--- config.mk ---
export PLATFORM = sky130hd
export DESIGN_NAME = polygon_edge_normals
export DESIGN_NICKNAME = d
export VERILOG_FILES = /design/src/hw/rtl/pen_pkg.sv /design/src/hw/rtl/pen_norm_unit.sv /design/src/hw/rtl/polygon_edge_normals.sv
export SDC_FILE = /design/constraint.sdc
export NUM_CORES = 2
export LEC_CHECK = 0
export ABC_CLOCK_PERIOD_IN_PS = 10000
export CELL_PAD_IN_SITES_DETAIL_PLACEMENT = 1
export CELL_PAD_IN_SITES_GLOBAL_PLACEMENT = 2
export CORE_MARGIN = 2
export CORE_UTILIZATION = 38
export DETAILED_ROUTE_END_ITERATION = 10
export DONT_BUFFER_PORTS = 1
export GPL_TIMING_DRIVEN = 0
export PLACE_DENSITY = 0.81
export SLEW_MARGIN = 20
export SYNTH_ARGS = -nofsm -noshare
export SYNTH_HDL_FRONTEND = slang
export SYNTH_SLANG_ARGS = --single-unit
--- constraint.sdc ---
create_clock -name clk -period 10 [get_ports clk]
set_clock_uncertainty 0.2 [all_clocks]
set_input_delay 2.5 -clock clk [delete_from_list [all_inputs] [get_ports clk]]
set_output_delay 2.5 -clock clk [all_outputs]
set_load 0.05 [all_outputs]
--- src/hw/rtl/pen_pkg.sv ---
// Shared types and constants for the polygon edge normal block.
// Depends on nothing; every other file refers to it by scoped names.
package pen_pkg;

  localparam int COORD_WIDTH      = 24;
  localparam int NORMAL_FRAC_DEF  = 14;
  localparam int CFG_W            = 50;
  localparam int OUT_W            = 16;
  localparam logic [CFG_W-1:0] MIN_LEN2_RESET = CFG_W'(1);

  typedef struct packed {
    logic signed [COORD_WIDTH-1:0] vertex_x;
    logic signed [COORD_WIDTH-1:0] vertex_y;
    logic                          last_vertex;
  } in_item_t;

  typedef struct packed {
    logic signed [OUT_W-1:0] normal_x;
    logic signed [OUT_W-1:0] normal_y;
    logic                    zero_edge;
    logic                    last_normal;
  } out_item_t;

  typedef enum logic [2:0] {
    ST_IDLE,
    ST_SQUARE,
    ST_SUM,
    ST_CHECK,
    ST_DIV,
    ST_SQRT,
    ST_OUT
  } pen_state_t;

  typedef struct packed {
    logic load;
    logic div_step;
    logic sqrt_step;
  } unit_ctrl_t;

endpackage

--- src/hw/rtl/pen_norm_unit.sv ---
// One normal component: bit-serial divide of mag^2 * 2^(2F+2) by len^2,
// then a two-bit-per-cycle square root, giving the rounded magnitude.
// Depends on pen_pkg.
module pen_norm_unit #(
  parameter int NORMAL_FRAC_BITS = pen_pkg::NORMAL_FRAC_DEF
) (
  input  logic                                  clk,
  input  pen_pkg::unit_ctrl_t                   ctrl,
  input  logic [2*pen_pkg::COORD_WIDTH-1:0]     mag_sq,
  input  logic [2*pen_pkg::COORD_WIDTH:0]       len2,
  output logic [NORMAL_FRAC_BITS+1:0]           mag_out
);

  localparam int LEN_W = 2 * pen_pkg::COORD_WIDTH + 1;
  localparam int QP_W  = 2 * NORMAL_FRAC_BITS + 4;
  localparam int RT_W  = NORMAL_FRAC_BITS + 2;
  localparam int SR_W  = NORMAL_FRAC_BITS + 3;
  localparam int SH_W  = NORMAL_FRAC_BITS + 5;

  logic [LEN_W:0]   rem_r;
  logic [LEN_W-1:0] len_r;
  logic [QP_W-1:0]  quo_r;
  logic [SR_W-1:0]  srem_r;
  logic [RT_W-1:0]  root_r;

  logic             div_ge;
  logic [LEN_W:0]   div_sub;
  logic [SH_W-1:0]  sq_sh;
  logic [SH_W-1:0]  sq_trial;
  logic             sq_ge;
  logic [SH_W-1:0]  sq_sub;
  logic [RT_W:0]    root_inc;

  always_comb begin
    div_ge   = rem_r >= {1'b0, len_r};
    div_sub  = div_ge ? (rem_r - {1'b0, len_r}) : rem_r;
    sq_sh    = {srem_r, quo_r[QP_W-1 -: 2]};
    sq_trial = SH_W'({root_r, 2'b01});
    sq_ge    = sq_sh >= sq_trial;
    sq_sub   = sq_ge ? (sq_sh - sq_trial) : sq_sh;
    // add one to the root, then halve: the root halved, rounded half up
    root_inc = {1'b0, root_r} + (RT_W+1)'(1);
    mag_out  = root_inc[RT_W:1];
  end

  always_ff @(posedge clk) begin
    if (ctrl.load) begin
      rem_r  <= (LEN_W+1)'(mag_sq);
      len_r  <= len2;
      quo_r  <= '0;
      srem_r <= '0;
      root_r <= '0;
    end else if (ctrl.div_step) begin
      rem_r <= {div_sub[LEN_W-1:0], 1'b0};
      quo_r <= {quo_r[QP_W-2:0], div_ge};
    end else if (ctrl.sqrt_step) begin
      srem_r <= sq_sub[SR_W-1:0];
      root_r <= {root_r[RT_W-2:0], sq_ge};
      quo_r  <= {quo_r[QP_W-3:0], 2'b00};
    end
  end

endmodule

--- src/hw/rtl/polygon_edge_normals.sv ---
// Polygon edge unit normals, top level. Uses pen_pkg and pen_norm_unit.
// Holds the vertex state, the edge sequencer and the output register.
//
// Vertices arrive one per transaction; each edge (previous to current, and
// the closing edge from the marked vertex back to the first) yields one
// result transaction holding the unit normal (-dy, dx) in signed Q2.14,
// rounded to nearest with ties away from zero, or a zero normal with
// zero_edge set when dx*dx + dy*dy is zero or falls below cfg register
// min_edge_length_squared (reset 1). An edge of usable length runs through
// squaring, sum, threshold check, a bit-serial divide of
// 2*NORMAL_FRAC_BITS + 3 steps and a two-bit-per-cycle square root of
// NORMAL_FRAC_BITS + 2 steps, both components in parallel, then the load
// into the output register. An edge flagged as zero length skips the
// divide and the root. Either kind of edge waits for as long as a full
// output register stays stalled. An unmarked vertex opening a polygon starts
// no edge; a marked vertex inside a polygon yields its own edge and then the
// closing edge. The input is stalled while an edge is in flight; a finished
// result waits in the output register without holding up the next vertex.
module polygon_edge_normals #(
  parameter int NORMAL_FRAC_BITS = pen_pkg::NORMAL_FRAC_DEF
) (
  input  logic                       clk,
  input  logic                       rst_n,
  input  logic                       in_valid,
  output logic                       in_stall,
  input  pen_pkg::in_item_t          in_data,
  output logic                       out_valid,
  input  logic                       out_stall,
  output pen_pkg::out_item_t         out_data,
  input  logic                       cfg_wr_en,
  input  logic [pen_pkg::CFG_W-1:0]  cfg_wr_data
);

  localparam int CW        = pen_pkg::COORD_WIDTH;
  localparam int DW        = CW + 1;
  localparam int SQ_W      = 2 * CW;
  localparam int LEN_W     = 2 * CW + 1;
  localparam int CMP_W     = (LEN_W > pen_pkg::CFG_W) ? LEN_W : pen_pkg::CFG_W;
  localparam int DIV_STEPS = 2 * NORMAL_FRAC_BITS + 3;
  localparam int SQRT_STEPS = NORMAL_FRAC_BITS + 2;
  localparam int CNT_W     = $clog2(DIV_STEPS);
  localparam int MAG_W     = NORMAL_FRAC_BITS + 2;
  localparam int OW        = (MAG_W > pen_pkg::OUT_W) ? MAG_W : pen_pkg::OUT_W;

  pen_pkg::pen_state_t state_r, state_nxt;
  pen_pkg::unit_ctrl_t ctrl;

  logic signed [CW-1:0]  first_x_r, first_y_r, prev_x_r, prev_y_r;
  logic                  have_first_r;
  logic [pen_pkg::CFG_W-1:0] min_len2_r;
  logic signed [DW-1:0]  cur_dx_r, cur_dy_r, pend_dx_r, pend_dy_r;
  logic                  cur_last_r, pend_r;
  logic [SQ_W-1:0]       sqx_r, sqy_r;
  logic [LEN_W-1:0]      len2_r;
  logic                  zero_r;
  logic [CNT_W-1:0]      cnt_r;
  logic                  out_valid_r;
  pen_pkg::out_item_t    out_r;

  logic                  in_acc, out_load, out_free;
  logic signed [DW-1:0]  ax_s, ay_s, first_eff_x, first_eff_y;
  logic signed [DW-1:0]  da_x, da_y, db_x, db_y;
  logic [CW-1:0]         mag_x, mag_y;
  logic [MAG_W-1:0]      tx, ty;
  logic [OW-1:0]         nx_val, ny_val;

  assign in_stall  = (state_r != pen_pkg::ST_IDLE);
  assign in_acc    = in_valid && !in_stall;
  assign out_valid = out_valid_r;
  assign out_data  = out_r;
  assign out_free  = !out_valid_r || !out_stall;

  // edge differences for the incoming vertex
  always_comb begin
    first_eff_x = have_first_r ? DW'(first_x_r) : DW'(in_data.vertex_x);
    first_eff_y = have_first_r ? DW'(first_y_r) : DW'(in_data.vertex_y);
    da_x = DW'(in_data.vertex_x) - DW'(prev_x_r);
    da_y = DW'(in_data.vertex_y) - DW'(prev_y_r);
    db_x = first_eff_x - DW'(in_data.vertex_x);
    db_y = first_eff_y - DW'(in_data.vertex_y);
    // normal (-dy, dx): x magnitude from dy, y magnitude from dx
    ax_s  = cur_dy_r[DW-1] ? -cur_dy_r : cur_dy_r;
    ay_s  = cur_dx_r[DW-1] ? -cur_dx_r : cur_dx_r;
    mag_x = ax_s[CW-1:0];
    mag_y = ay_s[CW-1:0];
  end

  pen_norm_unit #(.NORMAL_FRAC_BITS(NORMAL_FRAC_BITS)) u_norm_x (
    .clk     (clk),
    .ctrl    (ctrl),
    .mag_sq  (sqx_r),
    .len2    (len2_r),
    .mag_out (tx)
  );

  pen_norm_unit #(.NORMAL_FRAC_BITS(NORMAL_FRAC_BITS)) u_norm_y (
    .clk     (clk),
    .ctrl    (ctrl),
    .mag_sq  (sqy_r),
    .len2    (len2_r),
    .mag_out (ty)
  );

  // apply signs: x negative when dy is positive, y negative when dx is
  always_comb begin
    nx_val = (!cur_dy_r[DW-1] && (cur_dy_r != '0)) ? -OW'(tx) : OW'(tx);
    ny_val = cur_dx_r[DW-1] ? -OW'(ty) : OW'(ty);
  end

  // sequencer
  always_comb begin
    state_nxt      = state_r;
    ctrl.load      = 1'b0;
    ctrl.div_step  = 1'b0;
    ctrl.sqrt_step = 1'b0;
    out_load       = 1'b0;
    case (state_r)
      pen_pkg::ST_IDLE: begin
        if (in_acc && (have_first_r || in_data.last_vertex)) begin
          state_nxt = pen_pkg::ST_SQUARE;
        end
      end
      pen_pkg::ST_SQUARE: begin
        state_nxt = pen_pkg::ST_SUM;
      end
      pen_pkg::ST_SUM: begin
        state_nxt = pen_pkg::ST_CHECK;
      end
      pen_pkg::ST_CHECK: begin
        ctrl.load = 1'b1;
        state_nxt = pen_pkg::ST_DIV;
      end
      pen_pkg::ST_DIV: begin
        if (zero_r) begin
          state_nxt = pen_pkg::ST_OUT;
        end else begin
          ctrl.div_step = 1'b1;
          if (cnt_r == CNT_W'(DIV_STEPS - 1)) begin
            state_nxt = pen_pkg::ST_SQRT;
          end
        end
      end
      pen_pkg::ST_SQRT: begin
        ctrl.sqrt_step = 1'b1;
        if (cnt_r == CNT_W'(SQRT_STEPS - 1)) begin
          state_nxt = pen_pkg::ST_OUT;
        end
      end
      pen_pkg::ST_OUT: begin
        if (out_free) begin
          out_load  = 1'b1;
          state_nxt = pend_r ? pen_pkg::ST_SQUARE : pen_pkg::ST_IDLE;
        end
      end
      default: begin
        state_nxt = pen_pkg::ST_IDLE;
      end
    endcase
  end

  // control state
  always_ff @(posedge clk) begin
    if (!rst_n) begin
      state_r      <= pen_pkg::ST_IDLE;
      have_first_r <= 1'b0;
      first_x_r    <= '0;
      first_y_r    <= '0;
      prev_x_r     <= '0;
      prev_y_r     <= '0;
      min_len2_r   <= pen_pkg::MIN_LEN2_RESET;
      pend_r       <= 1'b0;
      out_valid_r  <= 1'b0;
      cnt_r        <= '0;
    end else begin
      state_r <= state_nxt;
      if (cfg_wr_en) begin
        min_len2_r <= cfg_wr_data;
      end
      if (in_acc) begin
        prev_x_r <= in_data.vertex_x;
        prev_y_r <= in_data.vertex_y;
        if (!have_first_r) begin
          first_x_r <= in_data.vertex_x;
          first_y_r <= in_data.vertex_y;
        end
        have_first_r <= !in_data.last_vertex;
        // closing edge waits behind the open edge
        pend_r <= have_first_r && in_data.last_vertex;
      end else if (out_load) begin
        pend_r <= 1'b0;
      end
      if (out_load) begin
        out_valid_r <= 1'b1;
      end else if (!out_stall) begin
        out_valid_r <= 1'b0;
      end
      if (ctrl.load || (state_r == pen_pkg::ST_DIV && state_nxt == pen_pkg::ST_SQRT)) begin
        cnt_r <= '0;
      end else if (ctrl.div_step || ctrl.sqrt_step) begin
        cnt_r <= cnt_r + CNT_W'(1);
      end
    end
  end

  // datapath
  always_ff @(posedge clk) begin
    if (in_acc) begin
      if (have_first_r) begin
        cur_dx_r   <= da_x;
        cur_dy_r   <= da_y;
        cur_last_r <= 1'b0;
      end else begin
        cur_dx_r   <= db_x;
        cur_dy_r   <= db_y;
        cur_last_r <= 1'b1;
      end
      pend_dx_r <= db_x;
      pend_dy_r <= db_y;
    end else if (out_load && pend_r) begin
      cur_dx_r   <= pend_dx_r;
      cur_dy_r   <= pend_dy_r;
      cur_last_r <= 1'b1;
    end
    if (state_r == pen_pkg::ST_SQUARE) begin
      sqx_r <= mag_x * mag_x;
      sqy_r <= mag_y * mag_y;
    end
    if (state_r == pen_pkg::ST_SUM) begin
      len2_r <= LEN_W'(sqx_r) + LEN_W'(sqy_r);
    end
    if (state_r == pen_pkg::ST_CHECK) begin
      zero_r <= (len2_r == '0) || (CMP_W'(len2_r) < CMP_W'(min_len2_r));
    end
    if (out_load) begin
      out_r.zero_edge   <= zero_r;
      out_r.last_normal <= cur_last_r;
      out_r.normal_x    <= zero_r ? '0 : nx_val[pen_pkg::OUT_W-1:0];
      out_r.normal_y    <= zero_r ? '0 : ny_val[pen_pkg::OUT_W-1:0];
    end
  end

endmodule
=== Word-level counts from Yosys, hierarchy flattened ===
Index checks and enable logic that the tools add are counted.

* Reduce and logical (&&, ||, !) cells: 27
* Mux-type cells: 44
* Bitwise operators: 3
* Equality and inequality tests: 10
* Add/sub/neg operators: 16
* Order comparisons: 5
* $mul: 2

{| class="wikitable"
|+ Operators with widths
! operator !! count
|-
| 25-bit 2-to-1 mux || 8
|-
| 48-bit 2-to-1 mux || 4
|-
| 32-bit 2-to-1 mux || 4
|-
| 50-bit by 49-bit >= comparator with 1-bit output || 2
|-
| 49-bit 2-to-1 mux || 2
|-
| 49-bit subtractor || 2
|-
| 24-bit by 24-bit multiplier with 48-bit output || 2
|-
| 49-bit by 50-bit less-than comparator with 1-bit output || 1
|-
| 24-bit by 24-bit subtractor with 25-bit output || 2
|-
| 25-bit by 24-bit subtractor with 25-bit output || 2
|-
| 48-bit by 48-bit adder with 49-bit output || 1
|-
| 49-bit logical NOT || 1
|-
| 24-bit 2-to-1 mux || 2
|-
| 24-bit negation || 2
|-
| 19-bit by 18-bit >= comparator with 1-bit output || 2
|-
| 16-bit by 1-bit adder with 17-bit output (second input constant) || 2
|-
| 17-bit 2-to-1 mux || 2
|-
| 17-bit subtractor || 2
|-
| 16-bit 2-to-1 mux || 2
|-
| 16-bit negation || 2
|-
| 25-bit nonzero test || 1
|-
| 3-bit one-hot mux with 7 select lines || 1
|-
| 3-bit 2-to-1 mux || 5
|-
| 1-bit 2-to-1 mux || 14
|-
| 16 further kinds || 39
|}

* Bits of input ports: 104
* Output and inout port bits: 36
* Flip-flop bits (word level): 717
* Word-level logic and storage cells: 141

=== Depth between registers and ports, before layout ===
* Depth in word-level cells: 10
* Depth in mapped cells: 37

=== Hierarchy ===
Synthesis repeated with hierarchy kept, for this count alone.

* Cells, all modules: 8691
* Area, all modules: 78740.5 sq um

{| class="wikitable"
|+ Modules (own cells, without submodules)
! module !! cells an instance !! times used !! area an instance (sq um) !! sequential area each (sq um)
|-
| polygon_edge_normals || 6175 || 1 || 56984.7 || 11521.0
|-
| pen_norm_unit || 1258 || 2 || 10877.9 || 4254.1
|}

=== Least setup slack after synthesis ===
OpenSTA, ideal clock, no wires.

* Kind: register -> register
* From: register cur_dy_r[0]
* To: register sqx_r[47] (data pin)
* Stages on the path, launching flop included: 32
* Arrival: 8.894 ns
* Path slack: 0.648 ns
* Path through: edfxtp_1 > clkbuf_1 > inv_1 > clkbuf_1 > ha_1 > nand3_1 > or4_1 > o41ai_1 > xnor2_1 > clkbuf_1 > nand2_1 > fa_1 > inv_1 > fa_1 > fa_1 > fa_1 > inv_1 > fa_1 > inv_1 > fa_1 > fa_1 > ha_1 > and3_1 > o21a_1 > a311oi_2 > nor2_1 > o31ai_2 > a31oi_1 > a221o_1 > a41o_1 > o221a_1 > xnor2_1

* Cells in the longest elaborated chain, start to end: 3

{| class="wikitable"
|+ RTL lines
! what !! line !! source
|-
| start, declared || polygon_edge_normals.sv:51 || <nowiki>logic signed [DW-1:0] cur_dx_r, cur_dy_r, pend_dx_r, pend_dy_r;</nowiki>
|-
| start signal, assigned || polygon_edge_normals.sv:210 || <nowiki>cur_dy_r <= da_y;</nowiki>
|-
| start signal, assigned || polygon_edge_normals.sv:214 || <nowiki>cur_dy_r <= db_y;</nowiki>
|-
| start signal, assigned || polygon_edge_normals.sv:221 || <nowiki>cur_dy_r <= pend_dy_r;</nowiki>
|-
| 24-bit negation || polygon_edge_normals.sv:82 || <nowiki>ax_s = cur_dy_r[DW-1] ? -cur_dy_r : cur_dy_r;</nowiki>
|-
| 24-bit 2-to-1 mux (*) || polygon_edge_normals.sv:82 ||
|-
| 24-bit by 24-bit multiplier with 48-bit output (*) || polygon_edge_normals.sv:225 || <nowiki>sqx_r <= mag_x * mag_x;</nowiki>
|-
| end signal, assigned || polygon_edge_normals.sv:225 ||
|-
| end, declared || polygon_edge_normals.sv:53 || <nowiki>logic [SQ_W-1:0] sqx_r, sqy_r;</nowiki>
|}

Every way passes the cells marked *; elsewhere a longest branch is shown, timed or not.
A chain may end at the register's enable or synchronous reset.

=== Final worst setup path ===
* From: register cur_dx_r[0]
* To: register sqy_r[37] (data pin)

* Cells in the longest elaborated chain, start to end: 3

{| class="wikitable"
|+ RTL lines
! what !! line !! source
|-
| start, declared || polygon_edge_normals.sv:51 ||
|-
| start signal, assigned || polygon_edge_normals.sv:220 || <nowiki>cur_dx_r <= pend_dx_r;</nowiki>
|-
| 24-bit negation || polygon_edge_normals.sv:83 || <nowiki>ay_s = cur_dx_r[DW-1] ? -cur_dx_r : cur_dx_r;</nowiki>
|-
| 24-bit 2-to-1 mux (*) || polygon_edge_normals.sv:83 ||
|-
| 24-bit by 24-bit multiplier with 48-bit output (*) || polygon_edge_normals.sv:226 || <nowiki>sqy_r <= mag_y * mag_y;</nowiki>
|-
| end signal, assigned || polygon_edge_normals.sv:226 ||
|-
| end, declared || polygon_edge_normals.sv:53 ||
|}

Marks and branches as above.

==> reports/metrics.cfg <==
[routing]
wl_per_cell_um=22.6
drcViolationCount=0
wl_met1_mm=111
firstDrtPassIters=5
dr_wl_met3_mm=12.4
dr_wl_met2_mm=124
drt_iter0_drc=3578
totalWireLength_mm=260
maxUsedRoutingLayer=met5
num_vias=61202
final_antenna_net_count=0
avgViaCountPerCell=5.33

[setup_path]
cp-end-kind=flop
crit_top_cell=fa_1
critPathMaxStageDelay_ns=0.57
critPathRequiredTime_ns=10.24
crit_arrival_ns=9.98
crit_type=reg2reg
critical-path-slowest-cell=or4_4
cp-start-kind=flop
cp_max_fo=10

[cts]
clock_sinks=715
cts.clk_slew.worst_paths_ns=0.06
cts_root_buffer=clkbuf_16
clk_latency_ns=0.76
numCtsBuffers=88
cts_hold_buffers=0
tritoncts=yes
htree_levels=3
cts.path.max_buffers=3

[floorplanning]
rows=164
ioPinCount=140
die_w_um=453
die-area_mm2=0.205
start_util=0.383
coreArea_mm2=0.200
chipHeight_um=453

[timing]
finalWorstSetupSlack_ns=0.262
slew_headroom=0.244
setup_viol=0
slew_violations=0
rsz0062_at_grt=true
tightest_slew_ns=1.13
hold_violations=0
post-route-period-util=0.974
min_period_ns=9.74
clock.fmax_mhz=103

[synthesis]
syn_nets=10205
ys.flop_type=edfxtp_1
seq_area_frac_synth=0.242
synth_edf_count=424
synthArstFlopShare=0
syn_avg_cell_area_um2=8.94
postSynthCellCount=8576
ys_warn_count=0
synth-seq-cells=715
syn-cell-area_mm2=0.0767
ys_types=104

[place]
place_hpwl_mm=215
pre_cts_slack_ns=-2.57
place_congestion=0.930
io_buffer_count=0
dpl-instance-area_mm2=0.0805

[grt]
grt_pass1_wl_mm=396
antenna_found_initial=8
grt_max_degree=74
gr-total-overflow=0
grt_pass1_vias=65889
grtUsageTotal=0.251

[finish]
final_cell_area_mm2=0.0851
utilization=0.425
synthToLayoutAreaGrowth_pct=11.0
nNetsFinal=10383
drive_gt1_frac=0.0621

[run_status]
status=finished, final reports clean

[min_path]
hp-class=reg2reg

[flow_run]
timing.max_cap.violations=0

==> logic make-up (layout without fill, tap and decap cells) <==
logic type,Yosys count,count (layout),synth area share
compound gates,1663,1663,0.141
xor+xnor,416,416,0.0479
fa+ha+maj,1525,1525,0.332
buf+inv,1833,2086,0.0907
flops,715,715,0.242
mux,98,98,0.0129
other cells,0,3,0
simple gates,2326,2326,0.133
==> Yosys cell counts, types with 13 or more instances <==
cell      number  area share
inv_1       1490       0.073
nand2_1     1014       0.050
fa_1         853        0.22
nor2_1       675       0.033
ha_1         672        0.11
a21oi_1      505       0.033
edfxtp_1     424        0.17
dfxtp_1      291       0.076
xnor2_1      286       0.033
o21ai_0      277       0.018
clkbuf_1     256       0.013
a21o_1       186       0.018
xor2_1       126       0.014
a21boi_0     115       0.011
nor2b_1      113      0.0092
nand3_1      107      0.0070
nor3_1        98      0.0064
mux2i_1       93       0.012
a31oi_1       81      0.0066
nand4_1       73      0.0060
a22oi_1       66      0.0065
o21a_1        62      0.0061
nand2b_1      61      0.0050
a211oi_1      49      0.0048
and3_1        47      0.0038
buf_2         47      0.0031
o21bai_1      47      0.0046
o211ai_1      35      0.0034
nor4_1        31      0.0025
o31ai_1       31      0.0030
and2_1        29      0.0024
buf_1         21      0.0010
or3_1         18      0.0015
o31a_1        17      0.0019
o21ai_1       14     0.00091
a221o_1       13      0.0017
==> timing repair <==
item,in CTS,in global routing
setup endpoints to repair,62,28
resized for setup,147,122
setup buffers,26,46
pin swaps,17,30
==> worst max-delay path: cells and delay by family, from the launching register on <==
kind	cells	cell delay, ns
buffers and inverters	8	1.18
XOR/XNOR	2	0.54
adder cells (fa/ha/maj)	8	3.82
AO/OA/AOI/OAI	7	1.67
AND/OR/NAND/NOR	5	1.52
flip-flops	1	0.54
==> metal layers <==
layer / vias up / track usage
li1: 28520 / -
met2: 1347 / 0.425
met3: 434 / 0.0300
met1: 30899 / 0.322
met5: - / 0
met4: 2 / 0.109
==> cells in the final DEF (no fill, tap or decap), types with 61 or more instances in the layout <==
| master | count |
|---|---|
| inv_1 | 1482 |
| dfxtp_1 | 291 |
| nor3_1 | 95 |
| o21a_1 | 62 |
| nand2_1 | 1010 |
| a21o_1 | 186 |
| nand4_1 | 73 |
| o21ai_0 | 271 |
| edfxtp_1 | 424 |
| nand2b_1 | 61 |
| buf_4 | 91 |
| ha_1 | 661 |
| nand3_1 | 105 |
| a22oi_1 | 66 |
| xor2_1 | 116 |
| a21oi_1 | 501 |
| nor2_1 | 663 |
| clkbuf_16 | 91 |
| a31oi_1 | 80 |
| xnor2_1 | 262 |
| a21boi_0 | 115 |
| mux2i_1 | 93 |
| nor2b_1 | 113 |
| clkbuf_1 | 205 |
| fa_1 | 850 |
==> sequential cells by signal, indices dropped and copies added, names as in the netlist, 25 cells and up <==
signal	count
len2_r	49
pend_dx_r	25
sqx_r	47
pend_dy_r	25
min_len2_r	50
u_norm_x.quo_r	32
cur_dy_r	25
u_norm_y.quo_r	32
u_norm_x.rem_r	50
cur_dx_r	25
u_norm_x.len_r	49
sqy_r	47
u_norm_y.rem_r	50
out_data	34
==> stage by stage <==
step / std cells / hold WS (ns) / setup TNS, ns
2_1_floorplan: 8576 / 0.200 / 0
3_3_place_gp: 11232 / 0.204 / -203.01
3_5_place_dp: 11258 / 0.231 / -113.02
4_1_cts: 11446 / 0.233 / 0
5_1_grt: 11487 / 0.252 / -0.167
6_report: 11488 / 0.227 / 0
==> final cells by class <==
| type | instances | area (um^2) |
|---|---|---|
| Multi-Input combinational cell | 6028 | 52100 |
| Timing Repair Buffer | 98 | 906 |
| Antenna cell | 3 | 7.51 |
| Fill cell | 23314 | 115000 |
| Inverter | 1504 | 5680 |
| Sequential cell | 715 | 18600 |
| Clock inverter | 52 | 634 |
| Clock buffer | 113 | 2420 |
| Buffer | 319 | 1510 |
| Tap cell | 2656 | 3320 |
==> worst paths after layout <==
check / from / to / slack (ns) / cells past startpoint
max: cur_dx_r[0] / sqy_r[37] / 0.26 / 30
min: cur_last_r / out_data[0] / 0.23 / 0
max reg2reg: cur_dx_r[0] / sqy_r[37] / 0.26 / 30
min reg2reg: cur_last_r / out_data[0] / 0.23 / 0
Power is not shown: default switching activity piles up to over one toggle a cycle in this logic, so the estimate is an artifact.
